## config.mk

```make
export PLATFORM = sky130hd
export DESIGN_NAME = glpl_front
export DESIGN_NICKNAME = d
export VERILOG_FILES = /design/src/sv/glpl_pkg.sv /design/src/sv/glpl_front.sv
export SDC_FILE = /design/constraint.sdc
export NUM_CORES = 1
export LEC_CHECK = 0
export BUFFER_PORTS_ARGS = -buffer_cell sky130_fd_sc_hd__buf_2
export CORE_MARGIN = 5
export CORE_UTILIZATION = 45
export DETAILED_ROUTE_END_ITERATION = 12
export GPL_TIMING_DRIVEN = 0
export HOLD_SLACK_MARGIN = 0.15
export PLACE_DENSITY = 0.68
export SYNTH_ARGS = -nofsm -noshare
export SYNTH_HDL_FRONTEND = slang
export SYNTH_SLANG_ARGS = --single-unit
```

## constraint.sdc

```tcl
create_clock -name clk -period 3.5 [get_ports clk]
set_clock_uncertainty 0.15 [all_clocks]
set_input_delay 0.7 -clock clk [delete_from_list [all_inputs] [get_ports clk]]
set_output_delay 0.7 -clock clk [all_outputs]
set_load 0.01 [all_outputs]
```

## src/sv/glpl_pkg.sv

```systemverilog
// ----------------------------------------------------------------------------
// glpl_pkg: shared types and constants of the gas sensor ppm linearizer
// Widths, status codes, the reading record and the exp2 fraction table.
// ----------------------------------------------------------------------------
package glpl_pkg;

	localparam int AdcBits       = 12;
	localparam int ExpTableDepth = 1024;
	localparam int ExpIdxW       = $clog2(ExpTableDepth);
	localparam int SumW          = AdcBits + 8;
	localparam int CntW          = 9;
	localparam int CvW           = 9;
	localparam int LogW          = 24;
	localparam int FifoDepth     = 2;
	localparam int FifoPtrW      = $clog2(FifoDepth);

	localparam logic [CvW-1:0] CvFull = 9'd330;

	localparam logic [1:0] StOk     = 2'd0;
	localparam logic [1:0] StNoCal  = 2'd1;
	localparam logic [1:0] StZero   = 2'd2;
	localparam logic [1:0] StSat    = 2'd3;

	localparam logic [1:0] RegSamples = 2'd0;
	localparam logic [1:0] RegCalPpm  = 2'd1;
	localparam logic [1:0] RegExp     = 2'd2;

	typedef struct packed {
		logic [SumW-1:0] sum;
		logic [CntW-1:0] count;
		logic            calib;
	} reading_t;

	typedef logic [30:0] exp_rom_t [ExpTableDepth];

	function automatic logic [63:0] isqrt64(logic [63:0] v);
		logic [63:0] rem;
		logic [63:0] res;
		logic [63:0] b;
		rem = v;
		res = 64'd0;
		b   = 64'd1 << 62;
		for (int i = 0; i < 32; i++) begin
			if (rem >= res + b) begin
				rem = rem - (res + b);
				res = (res >> 1) + b;
			end else begin
				res = res >> 1;
			end
			b = b >> 2;
		end
		return res;
	endfunction

	// entry i = 2^(floor(i*65536/depth)/65536) in Q30, built from 2^(2^-j)
	function automatic exp_rom_t build_exp_rom();
		exp_rom_t    rom;
		logic [63:0] root [17];
		logic [63:0] f;
		logic [63:0] m;
		root[0] = 64'd1 << 31;
		for (int j = 1; j <= 16; j++)
			root[j] = isqrt64(root[j-1] << 30);
		for (int i = 0; i < ExpTableDepth; i++) begin
			f = (64'(i) << 16) / ExpTableDepth;
			m = 64'd1 << 30;
			for (int j = 1; j <= 16; j++)
				if (f[16-j])
					m = (m * root[j]) >> 30;
			rom[i] = m[30:0];
		end
		return rom;
	endfunction

	localparam exp_rom_t ExpRom = build_exp_rom();

endpackage

```

## src/sv/glpl_front.sv

```systemverilog
// ----------------------------------------------------------------------------
// glpl_front: sample accumulator
// Sums samples and emits one reading record per completed set.
// ----------------------------------------------------------------------------
module glpl_front (
	input  logic                                clk,
	input  logic                                arst_n,
	input  logic                                take,
	input  logic [glpl_pkg::AdcBits-1:0]        adc_sample,
	input  logic                                calibrate_window,
	input  logic [7:0]                          samples_per_reading,
	output logic                                rd_valid,
	output glpl_pkg::reading_t                  rd
);

	logic [glpl_pkg::SumW-1:0] sum_q;
	logic [7:0]                count_q;
	logic [glpl_pkg::SumW-1:0] sum_nx;
	logic [7:0]                count_nx;
	logic [7:0]                n_eff;
	logic                      complete;

	assign sum_nx   = sum_q + glpl_pkg::SumW'(adc_sample);
	assign count_nx = count_q + 8'd1;
	assign n_eff    = (samples_per_reading == 8'd0) ? 8'd1 : samples_per_reading;
	// count wraps to zero after 256 samples, which also completes a reading
	assign complete = (count_nx == 8'd0) || (count_nx >= n_eff);

	assign rd_valid = take && complete;
	assign rd.sum   = sum_nx;
	assign rd.count = (count_nx == 8'd0) ? 9'd256 : {1'b0, count_nx};
	assign rd.calib = calibrate_window;

	always_ff @(posedge clk or negedge arst_n) begin
		if (!arst_n) begin
			sum_q   <= '0;
			count_q <= '0;
		end else if (take) begin
			if (complete) begin
				sum_q   <= '0;
				count_q <= '0;
			end else begin
				sum_q   <= sum_nx;
				count_q <= count_nx;
			end
		end
	end

endmodule

```

; ---- Word-level counts from Yosys, hierarchy flattened
; Index checks and enable logic that the tools add are counted.
[classes]
mul = 0
order_cmp = 1
addsub = 2
bitwise_logic = 0
shift = 0
n_eq_ne = 0
n_mux = 4
div = 0
n_reduce_logical = 4
[op_table]
columns = op, count
row1 = 20-bit by 12-bit adder with 20-bit output, 1
row2 = 20-bit 2-to-1 mux, 1
row3 = 8-bit zero test, 2
row4 = 8-bit 2-to-1 mux, 2
row5 = 9-bit 2-to-1 mux, 1
row6 = 8-bit by 1-bit adder with 8-bit output (second input constant), 1
row7 = 8-bit greater-or-equal comparator, 1
row8 = 1-bit logical AND, 1
row9 = 1-bit logical OR, 1
[totals]
ramBits = 0
input_bits = 24
mem_count = 0
latch_bits = 0
rom_bits = 0
ff_bits = 28
out_inout_bits = 31
elab_cells = 13

; ---- Logic depth before layout (Yosys ltp)
[depth]
word_depth = 5
depth_mapped = 13
depth_no_buf = 12

; ---- Worst setup path before layout
; Ideal clock, no wire load.
[synth_timing]
path_type = flip-flop to output port
startpoint = register count_q[0]
endpoint = output port rd_valid
arrival_ps = 2371
required_ps = 2650
path_slack_ps = 279
path_stages_with_launch = 12
n_path_buf = 0
path_cell_list = dfrtp_1 -> ha_1 -> nand2_1 -> nor2_1 -> xnor2_1 -> inv_1 -> ha_1 -> a41o_1 -> a21oi_1 -> o31ai_1 -> nor2_1 -> nor2_1
[synth_via]
elab_chain_cells = 4
word_cells_on_any_way = 5
cone_classes = add/sub (1) / order compare (1) / reduce/logical (3)
[synth_rtl]
columns = element, line
row1 = start: declaration, glpl_front.sv:17  ; logic [7:0] count_q;
row2 = start signal: assignment, glpl_front.sv:44  ; count_q <= count_nx;
row3 = 8-bit by 1-bit adder with 8-bit output (*), glpl_front.sv:24  ; assign count_nx = count_q + 8'd1;
row4 = 8-bit greater-or-equal comparator / 8-bit zero test (equally long branches), glpl_front.sv:27  ; assign complete = (count_nx == 8'd0) || (count_nx >= n_eff);
row5 = 1-bit logical OR (*), glpl_front.sv:27
row6 = 1-bit logical AND (*), glpl_front.sv:29  ; assign rd_valid = take && complete;
row7 = end: declaration, glpl_front.sv:12  ; output logic rd_valid,
; Mark *: on every way between the ends. The rest lies on a longest branch, timed or not.

; ---- Worst setup path in the final report
; Ends and elaborated chain as after synthesis.

==> results.cfg <==
[status]
status = finished, final reports clean

[route]
viasPerCell = 5.625
detail_route.wl_per_cell_um = 15.84
remaining_drc_errors = 0
wirelength_um = 6382
first_pass_iters = 4
vias = 2267
final_antenna_net_count = 0
first_iter_violations = 74

[critical_path]
critical_path_arrival_ns = 2.60
cp-end-kind = output port
startpoint_type = register
critPathMaxFanout = 4
path_class = reg2out
required_ns = 2.65

[grt]
grt_overflow = 0
grtUsageTotal = 0.1790
grt_pass1_wl_um = 10420
grt_antenna_before_repair = 0
grt_max_degree = 29
grt_pass1_vias = 2230

[sta]
whs_ns = 0.2716
slew_headroom = 0.5631
min_period_ns = 3.451
final-setup-viol-count = 0
worst_pin_slew_ns = 0.6554
slew_violations = 0
fin_crit_sh = 0.9861
layout_setup_ws_ns = 0.04864
rsz0062_at_grt = yes
tns_ns = 0
hold_viol = 0
fmax_ghz = 0.2897

[placement]
portBuffers = 53
place_ws_ns = -0.2329
dp_hpwl_um = 4590
place_congestion = 0.8640

[final_layout]
fin_nets = 380
nFillCells = 460
final_util = 0.6142
antennaDiodeCount = 0
drive_gt1_frac = 0.3694
syn2layout_area_growth_pct = 30.74

[logic_synthesis]
synth_ff_type = dfrtp_1
async_reset_ff_frac = 1.000
synthDistinctLibCells = 58
synth_area_leaders = dfrtp_1 (29%), ha_1 (11%), xnor2_1 (6.5%), a22o_1 (5.4%), nand2_1 (2.9%)
yosys.area.top_type = dfrtp_1
synthCells = 261
yosysSeqAreaShare = 0.2884
synth_edf_count = 0
synth_top_area_frac = 0.2884
synth_fp_nets = 307
ys_warn_count = 0
synth_area_um2 = 2430
ys_seq_elements = 28
syn_avg_cell_area_um2 = 9.310

[power_and_ir_drop]
vdd_drop_max_mv = 0.3970
power_per_cell_area_nw_per_um2 = 840.5
p_leak_nw = 1.510
finalPower_mw = 2.670

[floorplan]
dieArea_um2 = 6969
ioPinCount = 55
core-area_um2 = 5172
start_util = 0.4698
die_h_um = 83.48
core.rowCount = 26
die_w_um = 83.48

[cts]
cts.sinks = 28
clk_pin_slew_worst_paths_ns = 0.11
htreeDepth = 1
clockBufferDepth = 2
cts_tree = done
clock_latency_ns = 0.29
cts-root-buf = clkbuf_8
cts_buffers = 3
holdBufCountCts = 0

[worst_hold_path]
hold_path.class = in2async

[flow_run]
cap_violations = 0
[cell type report]
type                            count  area, um2  share of cell area
Buffer                             12      76.32             0.02403
Timing Repair Buffer               68      381.6              0.1201
Inverter                           18      67.56             0.02127
Tap cell                           70      87.58             0.02757
Clock buffer                        3      41.29             0.01300
Clock inverter                      1      30.03            0.009453
Sequential cell                    28      704.4              0.2217
Multi-Input combinational cell    203       1788              0.5628
[timing repair]
item / CTS / global route
endpoints found under the setup margin: 28 / 7
gates resized for setup: 18 / 27
buffers inserted: 5 / 10
pin swaps: 4 / 10
[report_power, final]
part | switching (mW) | internal [mW]
Combinational | 0.991 | 0.866
Clock | 0.112 | 0.154
Sequential | 0.103 | 0.445
[worst max-delay path, cell delays in order (launching register included)]
cell and delay [ns]:
dfrtp_2 0.44, buf_6 0.13, nand3_4 0.09, nor3_4 0.27, xnor2_4 0.17, inv_2 0.09
ha_4 0.26, a41o_1 0.24, a21oi_2 0.19, o31ai_4 0.11, nor2_1 0.09, nor2_1 0.05
buf_2 0.16
[sequential cells by signal, indices dropped and copies added (netlist names)]
register / count
count_q: 8
sum_q: 20
[cells in the mapped netlist, types with 6 or more instances]
library cell and n:
dfrtp_1 28, a21oi_1 14, nand2_1 19, xnor2_1 18, nor2_1 17, xor2_1 7
ha_1 21, a31oi_1 8, inv_1 17, a22o_1 15, o21ai_0 6, a21o_1 6
[cell usage in the layout (no fill, tap or decap), types with 4 or more instances in the layout]
cell / n
xnor2_1: 16
a31oi_1: 8
a22o_1: 15
a21oi_1: 12
a21o_1: 6
clkbuf_1: 5
xor2_1: 7
nand3_1: 5
o21ai_0: 6
buf_2: 54
nand2_1: 19
buf_4: 18
ha_1: 11
ha_2: 4
nor2_1: 16
nand4_1: 4
inv_1: 14
dfrtp_1: 25
ha_4: 6
[path summary, 6_finish.rpt]
path | startpoint | endpoint | slack (ns) | cells after the start
min in group clk | sum_q[19]$_DFFE_PN0P_ | sum_q[19]$_DFFE_PN0P_ | 0.35 | 1
hold reg to reg | sum_q[19]$_DFFE_PN0P_ | sum_q[19]$_DFFE_PN0P_ | 0.35 | 1
max in group asynchronous | arst_n | count_q[5]$_DFFE_PN0P_ | 2.45 | 1
hold / removal | arst_n | sum_q[8]$_DFFE_PN0P_ | 0.27 | 1
setup reg to reg | count_q[0]$_DFFE_PN0P_ | sum_q[3]$_DFFE_PN0P_ | 0.21 | 12
setup / recovery | count_q[0]$_DFFE_PN0P_ | rd_valid | 0.05 | 12
[layer usage]
layer	track usage	up-vias	part of all wire
met5	0	-	0
met4	0.05994	0	0.018
met3	0.02863	9	0.053
met2	0.2981	64	0.49
met1	0.2362	1070	0.44
li1	-	1124	-
[cells by family after synthesis]
kind of cell,synth area share
compound gates,0.2750
simple gates,0.1545
buf+inv,0.05355
flops,0.2884
xor+xnor,0.1081
fa+ha+maj,0.1164
mux,0.004120
[through the flow]
| stage | instance area (um2) | std cells |
|---|---|---|
| 6_report | 3177 | 403 |
| 5_1_grt | 3177 | 403 |
| 4_1_cts | 2968 | 393 |
| 3_5_place_dp | 2783 | 384 |
| 3_3_place_gp | 2783 | 384 |
| 2_1_floorplan | 2430 | 261 |
(Power assumes the default switching activity.)
