$ cat config.mk
export PLATFORM = sky130hd
export DESIGN_NAME = glpl_fifo
export DESIGN_NICKNAME = d
export VERILOG_FILES = /design/src/sv/glpl_pkg.sv /design/src/sv/glpl_fifo.sv
export SDC_FILE = /design/constraint.sdc
export NUM_CORES = 1
export LEC_CHECK = 0
export BUFFER_PORTS_ARGS = -buffer_cell sky130_fd_sc_hd__buf_2
export CORE_MARGIN = 2
export CORE_UTILIZATION = 45
export CTS_CLUSTER_DIAMETER = 100
export DETAILED_ROUTE_END_ITERATION = 6
export MAX_ROUTING_LAYER = met4
export PLACE_DENSITY = 0.73
export RECOVER_POWER = 100
export SYNTH_ARGS = -nofsm -noshare
export SYNTH_HDL_FRONTEND = slang
export SYNTH_SLANG_ARGS = --single-unit
$ cat constraint.sdc
create_clock -name clk -period 3.9 [get_ports clk]
set_clock_uncertainty 0.15 [all_clocks]
set_input_delay 0.78 -clock clk [delete_from_list [all_inputs] [get_ports clk]]
set_output_delay 0.78 -clock clk [all_outputs]
set_load 0.01 [all_outputs]
$ cat src/sv/glpl_pkg.sv
// ----------------------------------------------------------------------------
// glpl_pkg: shared types and constants of the gas sensor ppm linearizer
// Widths, status codes, the reading record and the exp2 fraction table.
// ----------------------------------------------------------------------------
package glpl_pkg;

	localparam int AdcBits       = 12;
	localparam int ExpTableDepth = 1024;
	localparam int ExpIdxW       = $clog2(ExpTableDepth);
	localparam int SumW          = AdcBits + 8;
	localparam int CntW          = 9;
	localparam int CvW           = 9;
	localparam int LogW          = 24;
	localparam int FifoDepth     = 2;
	localparam int FifoPtrW      = $clog2(FifoDepth);

	localparam logic [CvW-1:0] CvFull = 9'd330;

	localparam logic [1:0] StOk     = 2'd0;
	localparam logic [1:0] StNoCal  = 2'd1;
	localparam logic [1:0] StZero   = 2'd2;
	localparam logic [1:0] StSat    = 2'd3;

	localparam logic [1:0] RegSamples = 2'd0;
	localparam logic [1:0] RegCalPpm  = 2'd1;
	localparam logic [1:0] RegExp     = 2'd2;

	typedef struct packed {
		logic [SumW-1:0] sum;
		logic [CntW-1:0] count;
		logic            calib;
	} reading_t;

	typedef logic [30:0] exp_rom_t [ExpTableDepth];

	function automatic logic [63:0] isqrt64(logic [63:0] v);
		logic [63:0] rem;
		logic [63:0] res;
		logic [63:0] b;
		rem = v;
		res = 64'd0;
		b   = 64'd1 << 62;
		for (int i = 0; i < 32; i++) begin
			if (rem >= res + b) begin
				rem = rem - (res + b);
				res = (res >> 1) + b;
			end else begin
				res = res >> 1;
			end
			b = b >> 2;
		end
		return res;
	endfunction

	// entry i = 2^(floor(i*65536/depth)/65536) in Q30, built from 2^(2^-j)
	function automatic exp_rom_t build_exp_rom();
		exp_rom_t    rom;
		logic [63:0] root [17];
		logic [63:0] f;
		logic [63:0] m;
		root[0] = 64'd1 << 31;
		for (int j = 1; j <= 16; j++)
			root[j] = isqrt64(root[j-1] << 30);
		for (int i = 0; i < ExpTableDepth; i++) begin
			f = (64'(i) << 16) / ExpTableDepth;
			m = 64'd1 << 30;
			for (int j = 1; j <= 16; j++)
				if (f[16-j])
					m = (m * root[j]) >> 30;
			rom[i] = m[30:0];
		end
		return rom;
	endfunction

	localparam exp_rom_t ExpRom = build_exp_rom();

endpackage

$ cat src/sv/glpl_fifo.sv
// ----------------------------------------------------------------------------
// glpl_fifo: reading queue
// Short register queue between accumulator and linearizer.
// ----------------------------------------------------------------------------
module glpl_fifo (
	input  logic               clk,
	input  logic               arst_n,
	input  logic               wr_en,
	input  glpl_pkg::reading_t wr_data,
	input  logic               rd_en,
	output glpl_pkg::reading_t rd_data,
	output logic               fifo_full,
	output logic               fifo_empty
);

	glpl_pkg::reading_t                mem_q [glpl_pkg::FifoDepth];
	logic [glpl_pkg::FifoPtrW-1:0]     wr_ptr_q;
	logic [glpl_pkg::FifoPtrW-1:0]     rd_ptr_q;
	logic [glpl_pkg::FifoPtrW:0]       fill_q;
	logic                              do_wr;
	logic                              do_rd;

	assign fifo_full  = (fill_q == (glpl_pkg::FifoPtrW+1)'(glpl_pkg::FifoDepth));
	assign fifo_empty = (fill_q == '0);
	assign do_wr      = wr_en && !fifo_full;
	assign do_rd      = rd_en && !fifo_empty;
	assign rd_data    = mem_q[rd_ptr_q];

	always_ff @(posedge clk) begin
		if (do_wr)
			mem_q[wr_ptr_q] <= wr_data;
	end

	always_ff @(posedge clk or negedge arst_n) begin
		if (!arst_n) begin
			wr_ptr_q <= '0;
			rd_ptr_q <= '0;
			fill_q   <= '0;
		end else begin
			if (do_wr)
				wr_ptr_q <= (wr_ptr_q == glpl_pkg::FifoPtrW'(glpl_pkg::FifoDepth - 1)) ?
					'0 : wr_ptr_q + 1'b1;
			if (do_rd)
				rd_ptr_q <= (rd_ptr_q == glpl_pkg::FifoPtrW'(glpl_pkg::FifoDepth - 1)) ?
					'0 : rd_ptr_q + 1'b1;
			if (do_wr && !do_rd)
				fill_q <= fill_q + 1'b1;
			else if (do_rd && !do_wr)
				fill_q <= fill_q - 1'b1;
		end
	end

endmodule

Yosys cells after proc, flatten, opt, wreduce, memory -nomap -nowiden
Memory sizes are Yosys's and may differ from the RTL's.
Cells that the tools add are included.
{ "op_classes": {"add_sub_neg": 4, "n_eq_ne": 1, "muxes": 6, "n_reduce_logical": 10} }
{ "op_table": {"columns": ["op", "count"], "rows": [
  ["logical AND 1 bit", 4],
  ["logical NOT 1 bit", 4],
  ["two-way mux 1 bit", 4],
  ["two-way mux 2 bit", 2],
  ["adder 1 bit, second input constant", 2],
  ["adder 2 x 1 -> 2 bit, second input constant", 1],
  ["== test 2 bit, second input constant", 1],
  ["logical NOT 2 bit", 1],
  ["nonzero test 2 bit", 1],
  ["subtractor 2 x 1 -> 2 bit, second input constant", 1]
]} }
{ "word_totals": {"ff_bits": 4, "ramBits": 60, "mem_count": 1} }
{ "memory_table": {"columns": ["memory", "words", "width", "rd", "rd_clocked_by_memory_dff", "wr", "line_no", "text"], "rows": [
  ["mem_q", 2, 30, 1, 0, 1, "glpl_fifo.sv:16", "glpl_pkg::reading_t mem_q [glpl_pkg::FifoDepth];"]
]} }

Longest topological paths before layout
Gate-level depths: netlist (run 1).
{ "logic_depth": {"depth_word": 7, "mapped_depth": 7, "ltp_nobuf": 7} }

Worst setup path before layout (run 1)
OpenSTA, ideal clock, no wires.
{ "synth_path": {"path_kind": "input -> register", "start": "input wr_en", "end": "memory mem_q[0][0] (netlist name) (enable)", "setup_time_ns": 0.417, "arrival_time_ns": 2.114, "required_ns": 3.333, "path_slack_ns": 1.219, "stages": 2, "path_buffers": 0, "cell_sequence": "nand2_2 nor2_1"} }
{ "synth_between": {"elab_chain_cells": 3} }
{ "synth_lines": {"columns": ["element", "line_no", "text"], "rows": [
  ["start, declared", "glpl_fifo.sv:8", "input logic wr_en,"],
  ["logical AND 1 bit", "glpl_fifo.sv:25", "assign do_wr = wr_en && !fifo_full;"],
  ["two-way mux 1 bit", "glpl_fifo.sv:30", "if (do_wr)"],
  ["two-way mux 1 bit (implied by the code)", "glpl_fifo.sv:31", "mem_q[wr_ptr_q] <= wr_data;"],
  ["end, declared", "glpl_fifo.sv:16", null]
]} }
No other way between the ends.

Final worst setup path (run 1)
{ "layout_path": {"start": "register fill_q[0] (netlist name)", "end": "memory mem_q[0][24] (netlist name) (enable)"} }
{ "layout_between": {"elab_chain_cells": 5} }
{ "layout_lines": {"columns": ["element", "line_no", "text"], "rows": [
  ["start, declared", "glpl_fifo.sv:19", "logic [glpl_pkg::FifoPtrW:0] fill_q;"],
  ["start signal, assigned", "glpl_fifo.sv:47", "fill_q <= fill_q + 1'b1;"],
  ["start signal, assigned", "glpl_fifo.sv:49", "fill_q <= fill_q - 1'b1;"],
  ["== test 2 bit", "glpl_fifo.sv:23", "assign fifo_full = (fill_q == (glpl_pkg::FifoPtrW+1)'(glpl_pkg::FifoDepth));"],
  ["logical NOT 1 bit", "glpl_fifo.sv:25", null],
  ["logical AND 1 bit", "glpl_fifo.sv:25", null],
  ["two-way mux 1 bit", "glpl_fifo.sv:30", null],
  ["two-way mux 1 bit (implied by the code)", "glpl_fifo.sv:31", null]
]} }
No other way between the ends.

==> impl_metrics.ini, run 1 <==
[critical_path]
crit_path_top_delay_cell = nor2_1
crit_chain = nand2b_1 -> nand2_1 -> nor2_1 -> clkbuf_1
slowest_delay_ns = 0.94
critPathLaunchType = register
cp.buffers_inverters = 1
worstSetupPathType = register to register
r2r_cells = 4
cp.required_ns = 3.70
cpLargestDelayFamily = simple AND/OR/NAND/NOR gates
cp.depth = 4
crit_arrival_ns = 2.74
cp_max_fo = 16
critPathCaptureType = register

[sta]
setup_violations = 0
max_freq_mhz = 340
min_period_ns = 2.94
slew_headroom_pct = 17.3
drv_slew = 0
rsz0062_at_grt = no
holdWs_ns = 0.127
finalSetupTns_ns = 0
tightest_slew_ns = 1.24
hold_viol = 0
fin_crit_sh_pct = 75.5
timing.final.ws_setup_ns = 0.956

[hold_path]
hold_class = input pin to async pin

[die]
start_util_pct = 45.9
die_h_um = 78.3
io-pin-count = 66
rows = 27
die_area_mm2 = 0.00612
fp.dieW_um = 78.3
core-area_mm2 = 0.00541

[placement]
hpwl_mm = 2.81
dp_slack_ns = 1.43
io_buffers = 65
place_inst = 248
place.gp.congestion = 0.661

[power_and_ir_drop]
swShare_pct = 28.4
comb_power_share_pct = 24.1
p_clk_share_pct = 29.0
p_leak_nw = 1.11
p_switching_uw = 641
power_frac_seq_pct = 46.9
p_int_mw = 1.61
power_mw = 2.26
vdd_drop_max_mv = 0.378
p_per_area_mw_per_mm2 = 759

[drt]
final_antenna_net_count = 0
vias_per_cell = 4.68
wl_per_cell_um = 15.4
vias = 1235
first_iter_violations = 53
firstDrtPassIters = 4
drc = 0
wl_mm = 4.06

[global_routing]
grt_pass1_wl_mm = 6.29
use_met1_pct = 16.4
grt-busiest-layer = met2
first_global_vias = 1315
track_usage_pct = 14.6
met2_usage_pct = 23.9
grt_overflow = 0
met3_usage_pct = 4.37
grt_max_degree = 32
antenna_found_initial = 0

[synth]
syn_avg_cell_area_um2 = 22.2
syn_area_mm2 = 0.00248
yosysTopAreaCell = edfxtp_1
ys_seq_area_share_pct = 76.7
syn_inst = 112
synthDistinctLibCells = 14
ys_ff_latch = 64
netlist_top_cells_area = edfxtp_1 (73%), mux2_4 (18%), dfrtp_1 (4.0%), buf_6 (1.4%), xnor2_1 (1.1%)
synth.yosys.warnings = 0
syn-num-nets = 147
yosysTopAreaCellShare_pct = 72.6

[clock_network]
ctsHoldBuffers = 0
post_cts_resized = 0
cts_buffers = 9
root_buffer = clkbuf_8
clk_path_buf_depth = 2
clkSlewWorstSetupHoldPaths_ns = 0.07
clk_latency_ns = 0.32
cts_tree = yes
htree_num_levels = 3
postCtsSetupBuffers = 0
cts.sinks = 64

[cells_and_area]
num-fill-cells = 464
nNetsFinal = 222
antenna_cells = 0
layout-drive-gt1-share_pct = 32.8
synthToLayoutAreaGrowth_pct = 19.7
fin_cells = 264

[job]
max_cap_viol_count = 0

[outcome]
status = finished clean
## sequential cells by signal, summed over array words and instances, names as in the netlist
register	cells
fill_q	2
mem_q	60
wr_ptr_q	1
rd_ptr_q	1
## power groups by stage
| stage | registers [mW] | clock network, mW | logic [mW] |
|---|---|---|---|
| finish | 1.06 | 0.653 | 0.543 |
| floorplan | 1.01 | 0 | 0.559 |
| global route | 1.08 | 0.693 | 0.590 |
| CTS | 1.09 | 0.666 | 0.701 |
| detailed placement | 1.10 | 0 | 0.697 |
| global placement | 1.08 | 0 | 0.680 |
## layout make-up
class / instances / area (µm²) / share of cell area, %
sequential: 64 / 1900 / 64.1
multi-input combinational: 43 / 427 / 14.4
timing repair buffer: 67 / 309 / 10.4
clock buffer: 9 / 124 / 4.17
clock inverter: 7 / 110 / 3.71
tap: 72 / 90.1 / 3.03
inverter: 2 / 7.51 / 0.253
## stage by stage
| stage | area (µm²) | utilization, % |
|---|---|---|
| 3_5_place_dp | 2880 | 53.3 |
| 4_1_cts | 3120 | 57.6 |
| 5_1_grt | 2970 | 55.0 |
| 2_1_floorplan | 2480 | - |
| 3_3_place_gp | 2880 | 53.3 |
| 6_report | 2970 | 55.0 |
## final timing paths
kind / startpoint / slack [ns] / to
setup / recovery: fill_q[0]$_DFFE_PN0P_ / 0.96 / mem_q[0][24]$_DFFE_PP_
hold / removal: arst_n / 0.13 / fill_q[1]$_DFFE_PN0P_
setup reg to reg: fill_q[0]$_DFFE_PN0P_ / 0.96 / mem_q[0][24]$_DFFE_PP_
hold reg to reg: wr_ptr_q$_DFFE_PN0P_ / 0.35 / wr_ptr_q$_DFFE_PN0P_
max in group asynchronous: arst_n / 3.27 / rd_ptr_q$_DFFE_PN0P_
min in group clk: wr_ptr_q$_DFFE_PN0P_ / 0.35 / wr_ptr_q$_DFFE_PN0P_
## metal layers
layer  vias up  share of wire, %  routed length, µm
met5         -                 0                  0
met3         5               5.9                238
met2        45                52               2120
met4         0               1.1                 44
met1       605                41               1660
li1        580                 -                  -
## cells in the mapped netlist
cell type  number
buf_6           3
o21ai_1         1
xor2_1          2
mux2_4         29
inv_1           2
dfrtp_1         4
xnor2_1         3
mux2_1          1
nand2b_1        1
nand2_2         1
nor2_1          3
ha_1            1
edfxtp_1       60
and3_1          1
## cell families (layout without fill, tap and decap cells)
family / after synthesis / count (layout) / share of synthesized area [%]
flip-flops: 64 / 64 / 76.7
buffers and inverters: 5 / 85 / 1.66
AND/OR/NAND/NOR: 6 / 6 / 1.21
adder cells (fa/ha/maj): 1 / 1 / 0.504
AO/OA/AOI/OAI: 1 / 1 / 0.202
XOR/XNOR: 5 / 5 / 1.77
multiplexers: 30 / 30 / 18.0
## layout by cell type (no fill, tap or decap), drive strengths merged
cell type,netlist,routed
o21ai,1,1
xor2,2,2
and3,1,1
mux2,30,30
edfxtp,60,60
clkinv,0,4
inv,2,2
nand2,1,1
dfrtp,4,4
xnor2,3,3
buf,3,46
nand2b,1,1
clkbuf,0,30
nor2,3,3
bufinv,0,3
ha,1,1
Note: power is estimated with default switching activity, not from simulation.
==> inputs of run 2 (changes only) <==
==> constraint.sdc (replaced) <==
create_clock -name clk -period 2.8 [get_ports clk]
set_clock_uncertainty 0.15 [all_clocks]
set_input_delay 0.56 -clock clk [delete_from_list [all_inputs] [get_ports clk]]
set_output_delay 0.56 -clock clk [all_outputs]
set_load 0.01 [all_outputs]
==> run 2 against run 1 <==
Against the previous run: worst setup slack worse by 0.70 ns; sequential cell count unchanged; via count up 0.24%; clock power up 15%; wire length down 3.2%; critical endpoint is now rd_data[12]; global-route usage about the same; combinational power up 69%; cell count up 1.5%; largest power group unchanged; sequential share of layout area down 0.98 points.
==> impl_metrics.ini, run 2 (synthesized netlist as in run 1, its figures left out) <==
[placement]
dp_slack_ns = 0.708
place.gp.congestion = 0.687
placed_area_mm2 = 0.00292
io_buffers = 65
hpwl_mm = 2.75

[sta]
hold_viol = 0
tightest_slew_ns = 0.900
slew_headroom_pct = 40.0
fin_crit_sh_pct = 90.7
rsz0062_at_grt = no
min_period_ns = 2.54
timing.final.ws_setup_ns = 0.260
drv_slew = 0
setup_violations = 0
finalSetupTns_ns = 0
max_freq_mhz = 394

[clock_network]
root_buffer = clkbuf_8
cts.sinks = 64
cts_buffers = 9
cts_tree = yes
clk_latency_ns = 0.33
postCtsSetupBuffers = 0
htree_num_levels = 3
ctsHoldBuffers = 1
post_cts_resized = 0
clkSlewWorstSetupHoldPaths_ns = 0.06
clk_path_buf_depth = 2

[drt]
wl_per_cell_um = 14.7
final_antenna_net_count = 0
vias = 1238
wl_mm = 3.93
drc = 0
vias_per_cell = 4.62
first_iter_violations = 36
firstDrtPassIters = 4

[power_and_ir_drop]
p_switching_uw = 898
p_leak_nw = 1.17
power_frac_seq_pct = 46.1
p_per_area_mw_per_mm2 = 1030
vdd_drop_max_mv = 0.515
power_mw = 3.11
p_int_mw = 2.21
swShare_pct = 28.9
p_clk_share_pct = 24.2
comb_power_share_pct = 29.6

[global_routing]
grt_max_degree = 17
first_global_vias = 1370
grt_overflow = 0
track_usage_pct = 14.6
antenna_found_initial = 0
grt_pass1_wl_mm = 6.27

[cells_and_area]
synthToLayoutAreaGrowth_pct = 21.6
final_cell_mix = edfxtp_1 (60), buf_2 (49), clkbuf_1 (23)
antenna_cells = 0
layout_commonest_cell = edfxtp_1
nNetsFinal = 226
largest_reg_flops = 60
layout-drive-gt1-share_pct = 40.8
largest_registers = mem_q x60, fill_q x2
design_area_mm2 = 0.00302
largest_register = mem_q

[die]
core-area_mm2 = 0.00541
die_h_um = 78.3
die_area_mm2 = 0.00612
io-pin-count = 66
start_util_pct = 45.9
fp.dieW_um = 78.3
rows = 27

[hold_path]
hold_class = input pin to register
hold-path-cell-count = 1

[critical_path]
cp_max_fo = 16
worstSetupPathType = register to primary output
r2r_cells = 4
critPathLaunchType = register
crit_arrival_ns = 1.83
cp.required_ns = 2.09
critPathCaptureType = primary output

[job]
max_cap_viol_count = 0

[outcome]
status = finished clean
-- run 2: per-stage QoR --
step           utilization (%)  hold slack (ns)  std cells
2_1_floorplan                -            0.114        112
3_3_place_gp              54.0            0.221        251
3_5_place_dp              54.0            0.224        251
4_1_cts                   57.7            0.247        268
5_1_grt                   55.8            0.241        268
6_report                  55.8            0.262        268
-- run 2: power by group through the flow --
stage          logic (mW)  registers [mW]  clock network, mW
2_1_floorplan       0.778            1.40                  0
3_3_place_gp         1.04            1.46                  0
3_5_place_dp         1.06            1.47                  0
4_1_cts              1.06            1.46              0.782
5_1_grt             0.994            1.46              0.813
6_report            0.920            1.43              0.752
-- run 2: worst max-delay path: stages, from the launching register on --
cell and delay [ns]:
dfrtp_2 0.59, clkbuf_4 0.43, mux2_4 0.33, buf_2 0.14
-- run 2: per-layer routing --
| layer | wire length (µm) | global-route usage [%] | vias up | share of wire, % |
|---|---|---|---|---|
| met2 | 2060 | 24.1 | 45 | 52 |
| met1 | 1550 | 15.5 | 595 | 39 |
| li1 | - | - | 590 | - |
| met4 | 73 | 6.84 | 0 | 1.9 |
| met5 | 0 | - | - | 0 |
| met3 | 257 | 5.75 | 8 | 6.5 |
-- run 2: path summary, 6_finish.rpt --
check                                 startpoint                endpoint  slack (ns)
max                         rd_ptr_q$_DFFE_PN0P_             rd_data[12]        0.26
min                                  wr_data[10]  mem_q[0][10]$_DFFE_PP_        0.26
max reg2reg                fill_q[0]$_DFFE_PN0P_  mem_q[0][23]$_DFFE_PP_        0.75
min reg2reg                 wr_ptr_q$_DFFE_PN0P_    wr_ptr_q$_DFFE_PN0P_        0.35
max in group asynchronous                 arst_n    rd_ptr_q$_DFFE_PN0P_        1.83
min in group asynchronous                 arst_n   fill_q[1]$_DFFE_PN0P_        0.45
-- run 2: final cells by class --
cell class,count,area [µm²]
fill,452,2390
timing repair buffer,71,338
sequential,64,1900
clock buffer,13,149
inverter,2,7.51
clock inverter,3,42.5
multi-input combinational,43,487
tap,72,90.1
